### config.mk
export PLATFORM = sky130hd
export DESIGN_NAME = lin_master_frame_engine_flat
export DESIGN_NICKNAME = d
export VERILOG_FILES = /design/src/rtl/lmfe_pkg.sv /design/src/rtl/lmfe_if.sv /design/src/rtl/lmfe_front.sv /design/src/rtl/lmfe_queue.sv /design/src/rtl/lmfe_back.sv /design/src/rtl/lin_master_frame_engine.sv /design/src/flat_wrapper.sv
export SDC_FILE = /design/constraint.sdc
export NUM_CORES = 1
export LEC_CHECK = 0
export BUFFER_PORTS_ARGS = -buffer_cell sky130_fd_sc_hd__buf_2
export CAP_MARGIN = 20
export CELL_PAD_IN_SITES_DETAIL_PLACEMENT = 1
export CELL_PAD_IN_SITES_GLOBAL_PLACEMENT = 1
export CORE_ASPECT_RATIO = 1.4
export CORE_MARGIN = 2
export CORE_UTILIZATION = 45
export CTS_CLUSTER_DIAMETER = 50
export DETAILED_ROUTE_END_ITERATION = 10
export PLACE_DENSITY_LB_ADDON = 0.1
export SLEW_MARGIN = 20
export SYNTH_ARGS = -nofsm -noshare
export SYNTH_HDL_FRONTEND = slang
export SYNTH_SLANG_ARGS = --single-unit
export TNS_END_PERCENT = 10
### constraint.sdc
create_clock -name i_clk -period 8.6 [get_ports i_clk]
set_clock_uncertainty 0.05 [all_clocks]
set_input_delay 1.29 -clock i_clk [delete_from_list [all_inputs] [get_ports i_clk]]
set_output_delay 1.29 -clock i_clk [all_outputs]
set_load 0.01 [all_outputs]
### src/rtl/lmfe_pkg.sv
// Shared types, codes and helper functions of the LIN master frame engine.
`timescale 1ns / 1ps
`default_nettype none

package lmfe_pkg;

    // Operation codes of an input transaction
    localparam logic [1:0] OP_WRITE = 2'd0;
    localparam logic [1:0] OP_READ  = 2'd1;
    localparam logic [1:0] OP_RECV  = 2'd2;

    // Symbol kinds of a result transaction
    localparam logic [2:0] KIND_BREAK    = 3'd0;
    localparam logic [2:0] KIND_SYNC     = 3'd1;
    localparam logic [2:0] KIND_PID      = 3'd2;
    localparam logic [2:0] KIND_DATA     = 3'd3;
    localparam logic [2:0] KIND_CHECKSUM = 3'd4;
    localparam logic [2:0] KIND_STATUS   = 3'd5;

    // Bit positions in the pending-symbol mask, in emission order
    localparam int PB_BREAK    = 0;
    localparam int PB_SYNC     = 1;
    localparam int PB_PID      = 2;
    localparam int PB_DATA     = 3;
    localparam int PB_CHECKSUM = 4;
    localparam int PB_STATUS   = 5;
    localparam int PEND_W      = 6;

    localparam logic [7:0] SYNC_BYTE = 8'h55;
    localparam logic [5:0] ID_MASK   = 6'h3F;
    localparam logic [4:0] BRK_MIN   = 5'd13;
    localparam logic [4:0] BRK_RESET = 5'd13;

    localparam int QUEUE_DEPTH = 2;
    localparam int QPTR_W      = 1;
    localparam int QCNT_W      = 2;

    // One classified frame step, handed from the front to the back
    typedef struct packed {
        logic [PEND_W-1:0] pend;
        logic [4:0]        brk;
        logic [7:0]        pid;
        logic [7:0]        data;
        logic [7:0]        cks;
        logic              ok;
    } t_desc;

    function automatic logic [7:0] make_pid(input logic [5:0] id);
        logic p0;
        logic p1;
        p0 = id[0] ^ id[1] ^ id[2] ^ id[4];
        p1 = ~(id[1] ^ id[3] ^ id[4] ^ id[5]);
        return {p1, p0, id & ID_MASK};
    endfunction

    // 8-bit add with end-around carry
    function automatic logic [7:0] fold_add(input logic [7:0] a, input logic [7:0] b);
        logic [8:0] s;
        s = {1'b0, a} + {1'b0, b};
        return s[7:0] + {7'd0, s[8]};
    endfunction

endpackage

`default_nettype wire

### src/rtl/lmfe_if.sv
// Valid/ready channel interfaces for the frame engine input and result streams.
`timescale 1ns / 1ps
`default_nettype none

interface lmfe_in_if;
    logic       valid;
    logic       ready;
    logic [1:0] operation;
    logic [5:0] frame_id;
    logic       classic;
    logic [7:0] data_byte;
    logic       first;
    logic       last;

    modport source (
        output valid, operation, frame_id, classic, data_byte, first, last,
        input  ready
    );
    modport sink (
        input  valid, operation, frame_id, classic, data_byte, first, last,
        output ready
    );
endinterface

interface lmfe_out_if;
    logic       valid;
    logic       ready;
    logic [2:0] symbol_kind;
    logic [7:0] symbol_value;
    logic       checksum_ok;
    logic       last_of_run;

    modport source (
        output valid, symbol_kind, symbol_value, checksum_ok, last_of_run,
        input  ready
    );
    modport sink (
        input  valid, symbol_kind, symbol_value, checksum_ok, last_of_run,
        output ready
    );
endinterface

`default_nettype wire

### src/rtl/lmfe_front.sv
// Front end: accepts input transactions, tracks the checksum and classifies each item.
`timescale 1ns / 1ps
`default_nettype none

module lmfe_front (
    input  wire logic            i_clk,
    input  wire logic            i_rst_n,
    input  wire logic            i_cfg_we,
    input  wire logic [4:0]      i_cfg_wdata,
    lmfe_in_if.sink              i_in,
    input  wire logic            i_q_full,
    output logic                 o_push,
    output lmfe_pkg::t_desc      o_desc
);

    logic [4:0] r_brk;
    logic [7:0] r_sum;
    logic [7:0] n_sum;
    logic       accept;
    logic [7:0] hdr_pid;
    logic [7:0] hdr_base;
    logic [7:0] wr_base;
    logic [7:0] wr_sum;

    assign i_in.ready = !i_q_full;
    assign accept     = i_in.valid && i_in.ready;

    assign hdr_pid  = lmfe_pkg::make_pid(i_in.frame_id);
    assign hdr_base = i_in.classic ? 8'd0 : hdr_pid;
    assign wr_base  = i_in.first ? hdr_base : r_sum;
    assign wr_sum   = lmfe_pkg::fold_add(wr_base, i_in.data_byte);

    always_comb begin
        n_sum       = r_sum;
        o_desc.pend = '0;
        o_desc.brk  = (r_brk < lmfe_pkg::BRK_MIN) ? lmfe_pkg::BRK_MIN : r_brk;
        o_desc.pid  = hdr_pid;
        o_desc.data = i_in.data_byte;
        o_desc.cks  = ~wr_sum;
        o_desc.ok   = (i_in.data_byte == ~r_sum);
        case (i_in.operation)
            lmfe_pkg::OP_WRITE: begin
                n_sum = wr_sum;
                o_desc.pend[lmfe_pkg::PB_BREAK]    = i_in.first;
                o_desc.pend[lmfe_pkg::PB_SYNC]     = i_in.first;
                o_desc.pend[lmfe_pkg::PB_PID]      = i_in.first;
                o_desc.pend[lmfe_pkg::PB_DATA]     = 1'b1;
                o_desc.pend[lmfe_pkg::PB_CHECKSUM] = i_in.last;
            end
            lmfe_pkg::OP_READ: begin
                n_sum = hdr_base;
                o_desc.pend[lmfe_pkg::PB_BREAK] = 1'b1;
                o_desc.pend[lmfe_pkg::PB_SYNC]  = 1'b1;
                o_desc.pend[lmfe_pkg::PB_PID]   = 1'b1;
            end
            lmfe_pkg::OP_RECV: begin
                // checksum byte reports status, any other byte only accumulates
                if (i_in.last) begin
                    o_desc.pend[lmfe_pkg::PB_STATUS] = 1'b1;
                end else begin
                    n_sum = lmfe_pkg::fold_add(r_sum, i_in.data_byte);
                end
            end
            default: begin
                n_sum = r_sum;
            end
        endcase
    end

    // items that yield no symbol are consumed here and never queued
    assign o_push = accept && (o_desc.pend != '0);

    always_ff @(posedge i_clk) begin
        if (!i_rst_n) begin
            r_brk <= lmfe_pkg::BRK_RESET;
            r_sum <= 8'd0;
        end else begin
            if (i_cfg_we) begin
                r_brk <= i_cfg_wdata;
            end
            if (accept) begin
                r_sum <= n_sum;
            end
        end
    end

endmodule

`default_nettype wire

### src/rtl/lmfe_queue.sv
// Two-entry queue of classified items between the front and back ends.
`timescale 1ns / 1ps
`default_nettype none

module lmfe_queue (
    input  wire logic            i_clk,
    input  wire logic            i_rst_n,
    input  wire logic            i_push,
    input  lmfe_pkg::t_desc      i_desc,
    input  wire logic            i_pop,
    output logic                 o_full,
    output logic                 o_empty,
    output lmfe_pkg::t_desc      o_head
);

    lmfe_pkg::t_desc r_mem [lmfe_pkg::QUEUE_DEPTH];
    logic [lmfe_pkg::QPTR_W-1:0] r_wp;
    logic [lmfe_pkg::QPTR_W-1:0] r_rp;
    logic [lmfe_pkg::QCNT_W-1:0] r_cnt;

    assign o_full  = (r_cnt == lmfe_pkg::QCNT_W'(lmfe_pkg::QUEUE_DEPTH));
    assign o_empty = (r_cnt == '0);
    assign o_head  = r_mem[r_rp];

    always_ff @(posedge i_clk) begin
        if (i_push) begin
            r_mem[r_wp] <= i_desc;
        end
    end

    always_ff @(posedge i_clk) begin
        if (!i_rst_n) begin
            r_wp  <= '0;
            r_rp  <= '0;
            r_cnt <= '0;
        end else begin
            if (i_push) begin
                r_wp <= r_wp + 1'b1;
            end
            if (i_pop) begin
                r_rp <= r_rp + 1'b1;
            end
            case ({i_push, i_pop})
                2'b10:   r_cnt <= r_cnt + 1'b1;
                2'b01:   r_cnt <= r_cnt - 1'b1;
                default: r_cnt <= r_cnt;
            endcase
        end
    end

endmodule

`default_nettype wire

### src/rtl/lmfe_back.sv
// Back end: expands each queued item into its symbols, one result transaction per cycle unless the output stalls.
`timescale 1ns / 1ps
`default_nettype none

module lmfe_back (
    input  wire logic            i_clk,
    input  wire logic            i_rst_n,
    input  wire logic            i_q_empty,
    input  lmfe_pkg::t_desc      i_q_head,
    output logic                 o_pop,
    lmfe_out_if.source           o_out
);

    lmfe_pkg::t_desc r_cur;
    lmfe_pkg::t_desc n_cur;
    logic            r_busy;
    logic            r_ovalid;
    logic [2:0]      r_kind;
    logic [7:0]      r_value;
    logic            r_ok;
    logic            r_last;

    lmfe_pkg::t_desc               cur;
    logic                          cur_valid;
    logic                          slot_free;
    logic                          fire;
    logic [lmfe_pkg::PEND_W-1:0]   low;
    logic [lmfe_pkg::PEND_W-1:0]   rem;
    logic [2:0]                    s_kind;
    logic [7:0]                    s_value;
    logic                          s_ok;

    assign cur       = r_busy ? r_cur : i_q_head;
    assign cur_valid = r_busy || !i_q_empty;
    assign slot_free = !r_ovalid || o_out.ready;
    assign fire      = cur_valid && slot_free;
    assign o_pop     = fire && !r_busy;

    // lowest pending bit is the next symbol on the bus
    assign low = cur.pend & (~cur.pend + 1'b1);
    assign rem = cur.pend & ~low;

    always_comb begin
        n_cur      = cur;
        n_cur.pend = rem;
    end

    always_comb begin
        s_ok = 1'b0;
        if (cur.pend[lmfe_pkg::PB_BREAK]) begin
            s_kind  = lmfe_pkg::KIND_BREAK;
            s_value = {3'd0, cur.brk};
        end else if (cur.pend[lmfe_pkg::PB_SYNC]) begin
            s_kind  = lmfe_pkg::KIND_SYNC;
            s_value = lmfe_pkg::SYNC_BYTE;
        end else if (cur.pend[lmfe_pkg::PB_PID]) begin
            s_kind  = lmfe_pkg::KIND_PID;
            s_value = cur.pid;
        end else if (cur.pend[lmfe_pkg::PB_DATA]) begin
            s_kind  = lmfe_pkg::KIND_DATA;
            s_value = cur.data;
        end else if (cur.pend[lmfe_pkg::PB_CHECKSUM]) begin
            s_kind  = lmfe_pkg::KIND_CHECKSUM;
            s_value = cur.cks;
        end else begin
            s_kind  = lmfe_pkg::KIND_STATUS;
            s_value = cur.data;
            s_ok    = cur.ok;
        end
    end

    always_ff @(posedge i_clk) begin
        if (fire) begin
            r_cur <= n_cur;
        end
        if (slot_free && cur_valid) begin
            r_kind  <= s_kind;
            r_value <= s_value;
            r_ok    <= s_ok;
            r_last  <= (rem == '0);
        end
    end

    always_ff @(posedge i_clk) begin
        if (!i_rst_n) begin
            r_busy   <= 1'b0;
            r_ovalid <= 1'b0;
        end else begin
            if (fire) begin
                r_busy <= (rem != '0);
            end
            if (slot_free) begin
                r_ovalid <= cur_valid;
            end
        end
    end

    assign o_out.valid        = r_ovalid;
    assign o_out.symbol_kind  = r_kind;
    assign o_out.symbol_value = r_value;
    assign o_out.checksum_ok  = r_ok;
    assign o_out.last_of_run  = r_last;

endmodule

`default_nettype wire

### src/rtl/lin_master_frame_engine.sv
// Top level of the LIN master frame engine: front end, item queue and symbol back end.
`timescale 1ns / 1ps
`default_nettype none

// LIN master frame engine. Each input transaction is a write byte, a read
// request or a received response byte; the engine answers with the bus
// symbols it implies (break, sync, protected id, data, checksum) or a read
// status carrying the checksum verdict, with last_of_run on the final symbol
// of each input. The front end accepts one input per cycle while the
// two-entry item queue has room, and updates the running checksum at once;
// received bytes that are not the checksum byte produce no output. The back
// end emits one symbol per cycle into an output register unless the output
// stalls; an input yields up to five symbols for a first write byte,
// three for a read request, one or two otherwise. The break length register
// may be written at any time via i_cfg_we; values below 13 are reported as 13.
module lin_master_frame_engine (
    input  wire logic       i_clk,
    input  wire logic       i_rst_n,
    input  wire logic       i_cfg_we,
    input  wire logic [4:0] i_cfg_wdata,
    lmfe_in_if.sink         i_in,
    lmfe_out_if.source      o_out
);

    lmfe_pkg::t_desc push_desc;
    lmfe_pkg::t_desc head_desc;
    logic            push;
    logic            pop;
    logic            q_full;
    logic            q_empty;

    lmfe_front u_front (
        .i_clk       (i_clk),
        .i_rst_n     (i_rst_n),
        .i_cfg_we    (i_cfg_we),
        .i_cfg_wdata (i_cfg_wdata),
        .i_in        (i_in),
        .i_q_full    (q_full),
        .o_push      (push),
        .o_desc      (push_desc)
    );

    lmfe_queue u_queue (
        .i_clk   (i_clk),
        .i_rst_n (i_rst_n),
        .i_push  (push),
        .i_desc  (push_desc),
        .i_pop   (pop),
        .o_full  (q_full),
        .o_empty (q_empty),
        .o_head  (head_desc)
    );

    lmfe_back u_back (
        .i_clk     (i_clk),
        .i_rst_n   (i_rst_n),
        .i_q_empty (q_empty),
        .i_q_head  (head_desc),
        .o_pop     (pop),
        .o_out     (o_out)
    );

`ifndef SYNTHESIS
    // a break transaction is always followed straight away by the sync byte
    a_sync_after_break: assert property (@(posedge i_clk) disable iff (!i_rst_n)
        (o_out.valid && o_out.ready && o_out.symbol_kind == lmfe_pkg::KIND_BREAK)
        |=> (o_out.valid && o_out.symbol_kind == lmfe_pkg::KIND_SYNC))
        else $error("sync symbol did not follow break");

    a_break_range: assert property (@(posedge i_clk) disable iff (!i_rst_n)
        (o_out.valid && o_out.symbol_kind == lmfe_pkg::KIND_BREAK)
        |-> (o_out.symbol_value >= 8'd13 && o_out.symbol_value <= 8'd31
             && !o_out.last_of_run))
        else $error("break symbol out of range or ends a run");

    a_ok_only_status: assert property (@(posedge i_clk) disable iff (!i_rst_n)
        (o_out.valid && o_out.symbol_kind != lmfe_pkg::KIND_STATUS)
        |-> !o_out.checksum_ok)
        else $error("checksum_ok set on a non-status symbol");
`endif

endmodule

`default_nettype wire
### src/flat_wrapper.sv
// flat-port wrapper written by rule: the top's interface ports become plain ports
module lin_master_frame_engine_flat 
  (i_clk, i_rst_n, i_cfg_we, i_cfg_wdata, i_in_valid, i_in_operation, i_in_frame_id, i_in_classic, i_in_data_byte, i_in_first, i_in_last, i_in_ready, o_out_valid, o_out_symbol_kind, o_out_symbol_value, o_out_checksum_ok, o_out_last_of_run, o_out_ready);
  lmfe_in_if i_in_i ();
  lmfe_out_if o_out_i ();
  input  wire logic i_clk;
  input  wire logic i_rst_n;
  input  wire logic i_cfg_we;
  input  wire logic [4:0] i_cfg_wdata;
  input wire logic [$bits(i_in_i.valid)-1:0] i_in_valid;
  input wire logic [$bits(i_in_i.operation)-1:0] i_in_operation;
  input wire logic [$bits(i_in_i.frame_id)-1:0] i_in_frame_id;
  input wire logic [$bits(i_in_i.classic)-1:0] i_in_classic;
  input wire logic [$bits(i_in_i.data_byte)-1:0] i_in_data_byte;
  input wire logic [$bits(i_in_i.first)-1:0] i_in_first;
  input wire logic [$bits(i_in_i.last)-1:0] i_in_last;
  output wire logic [$bits(i_in_i.ready)-1:0] i_in_ready;
  output wire logic [$bits(o_out_i.valid)-1:0] o_out_valid;
  output wire logic [$bits(o_out_i.symbol_kind)-1:0] o_out_symbol_kind;
  output wire logic [$bits(o_out_i.symbol_value)-1:0] o_out_symbol_value;
  output wire logic [$bits(o_out_i.checksum_ok)-1:0] o_out_checksum_ok;
  output wire logic [$bits(o_out_i.last_of_run)-1:0] o_out_last_of_run;
  input wire logic [$bits(o_out_i.ready)-1:0] o_out_ready;
  assign i_in_i.valid = i_in_valid;
  assign i_in_i.operation = i_in_operation;
  assign i_in_i.frame_id = i_in_frame_id;
  assign i_in_i.classic = i_in_classic;
  assign i_in_i.data_byte = i_in_data_byte;
  assign i_in_i.first = i_in_first;
  assign i_in_i.last = i_in_last;
  assign i_in_ready = i_in_i.ready;
  assign o_out_valid = o_out_i.valid;
  assign o_out_symbol_kind = o_out_i.symbol_kind;
  assign o_out_symbol_value = o_out_i.symbol_value;
  assign o_out_checksum_ok = o_out_i.checksum_ok;
  assign o_out_last_of_run = o_out_i.last_of_run;
  assign o_out_i.ready = o_out_ready;
  lin_master_frame_engine u_core (.i_clk(i_clk), .i_rst_n(i_rst_n), .i_cfg_we(i_cfg_we), .i_cfg_wdata(i_cfg_wdata), .i_in(i_in_i), .o_out(o_out_i));
endmodule
==> results.py, run 1 <==
metrics = {
    "timing": {
        "whs_ns": 0.4267,
        "setup_ws_ns": 4.058,
        "setup_tns_ns": 0,
        "fmax_ghz": 0.2202,
        "final_max_slew_viol_count": 0,
        "period_share_pct": 52.81,
        "worstMarginPinSlew_ns": 1.093,
        "fin_crit_ns": 4.542,
        "slew_headroom_pct": 27.13,
        "finalSetupViolCount": 0,
        "rsz0062_at_grt": "false",
        "finalHoldViolations": 0,
    },
    "synth": {
        "yosysUniqueCellTypes": 68,
        "syn-mean-instance-area_um2": 11.95,
        "synth_edf_count": 116,
        "synthesis.area_um2": 6751,
        "synth_top_area_share_pct": 51.59,
        "synth_cells": 565,
        "synth_flop_cell": "edfxtp_1",
        "synth.yosys.warnings": 0,
        "synth_seq_cells": 136,
        "synth.top_cells.by_area": "edfxtp_1 52%, mux2i_1 6.8%, dfxtp_1 5.9%",
        "synth_nets": 619,
        "yosysSeqAreaShare_pct": 57.52,
        "yosys-top-cells-count": "116 x edfxtp_1, 62 x nand2_1, 46 x mux2i_1",
        "yosys.area.top_type": "edfxtp_1",
        "synth-async-reset-ratio_pct": 0,
        "yosysMostFrequentCell": "edfxtp_1",
    },
    "placement": {
        "place_worst_setup_slack_ns": 3.643,
        "place_inst": 780,
        "dp_hpwl_um": 12180,
        "gp_congestion": 0.8759,
        "portBuffers": 43,
    },
    "finish": {
        "antennaDiodeCount": 0,
        "num-nets-final": 661,
        "fillers": 1577,
        "multiInputGateArea_um2": 2699,
        "drive_gt1_share_pct": 15.65,
        "final_cell_count_no_fill": 812,
        "syn2layout_area_growth_pct": 14.71,
        "seq_area_um2": 3886,
    },
    "clocking": {
        "numCtsBuffers": 17,
        "clk_latency_ns": 0.41,
        "cts_tree": "built",
        "cts-root-buf": "clkbuf_16",
        "clk_pin_slew_ns": 0.06,
        "cts_buffer_depth": 2,
        "cts_setup_buffers": 0,
        "cts_hold_buf": 0,
        "post_cts_resized": 0,
        "numClockSinks": 136,
        "h-tree-depth": 4,
    },
    "routing": {
        "drt_iter0_drc": 240,
        "vias": 4500,
        "drt_drc_violations_left": 0,
        "vias_per_cell": 5.542,
        "first_pass_iters": 4,
        "drt-met1-wl_um": 6581,
        "wl_met3_um": 360,
        "totalWireLength_um": 16660,
        "wl_met2_um": 9127,
        "avgRoutedWirePerCell_um": 20.51,
        "ant_nets": 0,
        "top_layer_used": "met4",
    },
    "run": {
        "max-cap-violations": 0,
    },
    "worst_hold_path": {
        "hp-class": "flop to flop",
        "min_from": "u_core.u_front.r_brk[0]$_SDFFE_PN1P_",
        "min_path_cells": 2,
    },
    "die": {
        "die_w_um": 107.5,
        "die_h_um": 148.9,
        "start_util_pct": 45.45,
        "die_area_um2": 16010,
        "core_um2": 14850,
        "num_rows": 53,
        "boundaryPins": 44,
    },
    "power_and_ir_drop": {
        "power_density_nw_per_um2": 334.5,
        "p_leak_nw": 2.808,
        "peakVddDrop_v": 0.0002967,
    },
    "worst_setup_path": {
        "startpoint_type": "input pin",
        "r2r_cells": 14,
        "r2r_start": "u_core.u_front.r_sum[1]$_SDFFE_PN0P_",
        "crit_path_end_kind": "flop",
        "crit_path_max_fanout": 12,
        "rrSetupSlack_ns": 4.96,
        "crit_required_ns": 8.83,
        "critPathLaunch": "i_in_first",
        "critPathArrivalTime_ns": 4.77,
        "path_class": "input pin to flop",
    },
    "grt": {
        "grt_pass1_vias": 4883,
        "antenna_found_initial": 0,
        "grt_pass1_wl_um": 26400,
        "track_usage_pct": 22.13,
        "grt_max_degree": 75,
        "overflow": 0,
    },
    "outcome": {
        "outcome": "completed",
    },
}
-- final timing paths --
kind,end
worst min-delay path,u_core.u_front.r_brk[0]$_SDFFE_PN1P_
worst max-delay path,u_core.u_front.r_sum[7]$_SDFFE_PN0P_
worst max register to register,u_core.u_front.r_sum[7]$_SDFFE_PN0P_
worst min register to register,u_core.u_front.r_brk[0]$_SDFFE_PN1P_
-- worst max-delay path, cell delays in order --
cell     delay, ns
buf_2         0.19
nor2b_1       0.33
nand2_1       0.09
o21ai_0       0.09
ha_1          0.20
inv_1         0.07
fa_1          0.40
and2b_2       0.24
o21ai_1       0.08
a21o_1        0.21
nand2_1       0.07
ha_1          0.17
nor3b_1       0.34
nand3_1       0.20
or4_1         0.56
a21oi_1       0.16
o31ai_1       0.08
-- state kept, by name, summed over array words and instances (netlist names), named ones only --
signal                            count
u_core.u_back.o_out.valid             1
u_core.u_back.o_out.symbol_value      8
u_core.u_queue.r_cnt                  2
u_core.u_back.r_busy                  1
u_core.u_back.o_out.symbol_kind       3
u_core.u_back.o_out.last_of_run       1
u_core.u_front.r_brk                  5
u_core.u_back.r_cur                  35
u_core.u_queue.r_wp                   1
u_core.u_front.r_sum                  8
u_core.u_back.o_out.checksum_ok       1
u_core.u_queue.r_mem                 68
u_core.u_queue.r_rp                   1
-- routing by layer --
metal,up-vias,GRT usage (%)
met5,-,0
met1,2205,24.17
met4,0,10.38
met3,25,3.320
li1,2180,-
met2,90,41.32
-- cell type report --
type / instances / area share, %
tap: 192 / 3.102
clock inverter: 15 / 2.149
inverter: 22 / 1.066
multi-input combinational: 383 / 34.85
timing repair buffer: 47 / 3.166
clock buffer: 17 / 5.493
sequential: 136 / 50.18
-- cell families (layout without fill, tap and decap cells) --
logic type	after synthesis	count (layout)	synth area share (%)
compound gates	130	130	12.69
flops	136	136	57.52
fa+ha+maj	26	26	5.004
buf+inv	46	101	2.650
simple gates	146	146	10.62
mux	49	49	7.357
xor+xnor	32	32	4.151
-- power breakdown --
part	switching (W)	internal (W)	total (W)
clock	0.000289	0.000433	0.000722
sequential	0.0000808	0.000990	0.00107
combinational	0.000518	0.000280	0.000798
-- stage by stage --
stage	instance area, um2	util, %	power, W
after floorplan	6751	-	0.001621
after global placement	7153	48.16	0.001846
after detailed placement	7153	48.16	0.001886
after CTS	7745	52.14	0.002617
after global routing	7745	52.14	0.002740
final	7745	52.14	0.002591
-- cell usage in the layout, fill, tap and decap left out, drive strengths merged, types with 4 or more instances in the layout --
cell type,instances
edfxtp,116
nand2,62
o21ai,52
mux2i,47
buf,47
inv,28
nor2,24
ha,23
dfxtp,20
a21oi,18
clkbuf,17
xnor2,16
xor2,16
nand2b,12
and2,11
nor2b,9
a221oi,7
a21o,6
nand3,6
nor3,5
o22ai,5
clkinv,5
o31ai,4
o21a,4
a21boi,4
Note: power is estimated with default switching activity, not from simulation.
==> run 2, diff against run 1 <==
--- a/config.mk
+++ b/config.mk
@@ -5,13 +5,14 @@
 export SDC_FILE = /design/constraint.sdc
 export NUM_CORES = 1
 export LEC_CHECK = 0
+export ABC_AREA = 1
 export BUFFER_PORTS_ARGS = -buffer_cell sky130_fd_sc_hd__buf_2
 export CAP_MARGIN = 20
 export CELL_PAD_IN_SITES_DETAIL_PLACEMENT = 1
 export CELL_PAD_IN_SITES_GLOBAL_PLACEMENT = 1
 export CORE_ASPECT_RATIO = 1.4
 export CORE_MARGIN = 2
-export CORE_UTILIZATION = 45
+export CORE_UTILIZATION = 43
 export CTS_CLUSTER_DIAMETER = 50
 export DETAILED_ROUTE_END_ITERATION = 10
 export PLACE_DENSITY_LB_ADDON = 0.1
==> constraint.sdc (replaced) <==
create_clock -name i_clk -period 3.7 [get_ports i_clk]
set_clock_uncertainty 0.05 [all_clocks]
set_input_delay 0.555 -clock i_clk [delete_from_list [all_inputs] [get_ports i_clk]]
set_output_delay 0.555 -clock i_clk [all_outputs]
set_load 0.01 [all_outputs]
==> results.py, run 2 <==
metrics = {
    "timing": {
        "whs_ns": 0.3098,
        "finalSetupViolCount": 0,
        "rsz0062_at_grt": "false",
        "slew_headroom_pct": 53.06,
        "fmax_ghz": 0.3169,
        "fin_crit_ns": 3.156,
        "setup_tns_ns": 0,
        "final_max_slew_viol_count": 0,
        "period_share_pct": 85.30,
        "finalHoldViolations": 0,
        "worstMarginPinSlew_ns": 0.7041,
    },
    "placement": {
        "portBuffers": 43,
        "dp_hpwl_um": 13920,
        "gp_congestion": 0.8773,
    },
    "clocking": {
        "numClockSinks": 136,
        "cts_hold_buf": 0,
        "cts-root-buf": "clkbuf_16",
        "post_cts_resized": 0,
        "cts_setup_buffers": 0,
        "cts_tree": "built",
        "clk_pin_slew_ns": 0.06,
        "clk_latency_ns": 0.41,
        "cts_buffer_depth": 2,
        "numCtsBuffers": 17,
        "h-tree-depth": 4,
    },
    "finish": {
        "num-nets-final": 818,
        "final_cell_mix": "159 x nand2_1, 116 x edfxtp_1, 97 x a21oi_1, 72 x nor2_1, 67 x inv_1",
        "largest_reg_flops": 68,
        "final_common_cell": "nand2_1",
        "antennaDiodeCount": 0,
        "drive_gt1_share_pct": 13.79,
        "syn2layout_area_growth_pct": 14.92,
        "largest_register": "u_core.u_queue.r_mem",
        "reg_top3": "u_core.u_queue.r_mem: 68 flops, u_core.u_back.r_cur: 35 flops",
    },
    "synth": {
        "synth_top_area_share_pct": 50.95,
        "synth_nets": 773,
        "synth.top_cells.by_area": "edfxtp_1 51%, nand2_1 8.7%, a21oi_1 7.2%",
        "yosysSeqAreaShare_pct": 56.81,
        "synth-async-reset-ratio_pct": 0,
        "yosysMostFrequentCell": "nand2_1",
        "synth_cells": 719,
        "synth_flop_cell": "edfxtp_1",
        "syn-mean-instance-area_um2": 9.508,
        "yosys.area.top_type": "edfxtp_1",
        "synth.yosys.warnings": 0,
        "synth_seq_cells": 136,
        "synthesis.area_um2": 6837,
        "yosys-top-cells-count": "159 x nand2_1, 116 x edfxtp_1, 98 x a21oi_1",
        "synth_edf_count": 116,
        "yosysUniqueCellTypes": 45,
    },
    "routing": {
        "drt_drc_violations_left": 0,
        "ant_nets": 0,
        "vias": 5255,
        "totalWireLength_um": 19360,
        "vias_per_cell": 5.406,
        "first_pass_iters": 5,
        "drt_iter0_drc": 262,
        "avgRoutedWirePerCell_um": 19.91,
    },
    "grt": {
        "grt_max_degree": 52,
        "overflow": 0,
        "track_usage_pct": 23.44,
        "grt_pass1_vias": 5646,
        "grt_pass1_wl_um": 30560,
        "antenna_found_initial": 0,
    },
    "die": {
        "die_h_um": 153.2,
        "start_util_pct": 43.80,
        "num_rows": 54,
        "boundaryPins": 44,
        "die_area_um2": 16940,
        "die_w_um": 110.6,
        "core_um2": 15610,
    },
    "run": {
        "max-cap-violations": 0,
    },
    "worst_setup_path": {
        "crit_required_ns": 3.93,
        "crit_path_max_fanout": 11,
        "critPathArrivalTime_ns": 3.39,
        "slowest_delay_ns": 0.40,
        "path_common_cell": "nand2_1",
        "path_cells": "buf_2, inv_1, nand3_1, nand2_1, ha_1, inv_1, fa_1, nand3b_1, nand2_1, nand3_1, nand2_1, ha_1, nand2_1, nor2_1, nand3_1, xnor2_1, nand2_1, nand2_1, a21oi_1",
        "startpoint_type": "input pin",
        "crit_path_end_kind": "flop",
        "path_class": "input pin to flop",
        "cp_slowest_cell": "fa_1",
    },
    "power_and_ir_drop": {
        "peakVddDrop_v": 0.0004162,
        "power_density_nw_per_um2": 798.4,
        "p_leak_nw": 3.311,
    },
    "outcome": {
        "outcome": "completed",
    },
    "worst_hold_path": {
        "hp-class": "input pin to flop",
    },
}
## run 2: per-layer routing
layer / up-vias / GRT usage (%) / wire (um)
li1: 2540 / - / -
met1: 2561 / 27.45 / 7683
met2: 134 / 43.41 / 10560
met3: 20 / 3.767 / 737
met4: 0 / 7.917 / 379
met5: - / 0 / 0
## run 2: worst paths after layout
path                                         from                              endpoint  slack, ns  cells past startpoint
min reg2reg  u_core.u_queue.r_cnt[1]$_SDFFE_PN0P_  u_core.u_queue.r_cnt[1]$_SDFFE_PN0P_       0.45                      1
max                                  i_in_classic  u_core.u_front.r_sum[5]$_SDFFE_PN0P_       0.54                     19
min                                i_cfg_wdata[2]  u_core.u_front.r_brk[2]$_SDFFE_PN1P_       0.31                      3
max reg2reg  u_core.u_front.r_sum[1]$_SDFFE_PN0P_  u_core.u_front.r_sum[5]$_SDFFE_PN0P_       0.56                     16
## run 2: cell families after synthesis
family	synth area share, %
buffers and inverters	5.966
and+or+nand+nor	19.11
adders and majority gates	4.795
DFF	56.81
AOI/OAI and AO/OA	11.66
xor gates and xnor gates	1.665
## run 2: final cells by class
class / instances / area (um2)
clock buffer: 17 / 425.4
clock inverter: 14 / 183.9
fill: 1793 / 7751
inverter: 75 / 286.5
multi-input combinational: 485 / 2571
sequential: 136 / 3884
tap: 196 / 245.2
timing repair buffer: 49 / 260.3
## run 2: critical path, delay by kind of cell
family,cells,cell delay (ns)
AO/OA/AOI/OAI,1,0.06
adder cells (fa/ha/maj),3,0.74
XOR/XNOR,1,0.38
buffers and inverters,3,0.41
AND/OR/NAND/NOR,11,1.25
## run 2: power by group
group	internal [W]	switching, W
Combinational	0.000604	0.00147
Clock	0.00108	0.000683
Sequential	0.00227	0.000168
Total	0.00395	0.00232
## run 2: per-stage QoR
stage / setup WS (ns) / total power [W] / instance area (um2) / util, % / cells
after floorplan: 0.4592 / 0.003860 / 6840 / - / 719
after global placement: 0.3163 / 0.004450 / 7247 / 46.43 / 941
after detailed placement: 0.1448 / 0.004538 / 7247 / 46.43 / 941
after CTS: 0.5721 / 0.006334 / 7856 / 50.34 / 972
after global routing: 0.3102 / 0.006646 / 7856 / 50.34 / 972
final: 0.5441 / 0.006272 / 7856 / 50.34 / 972
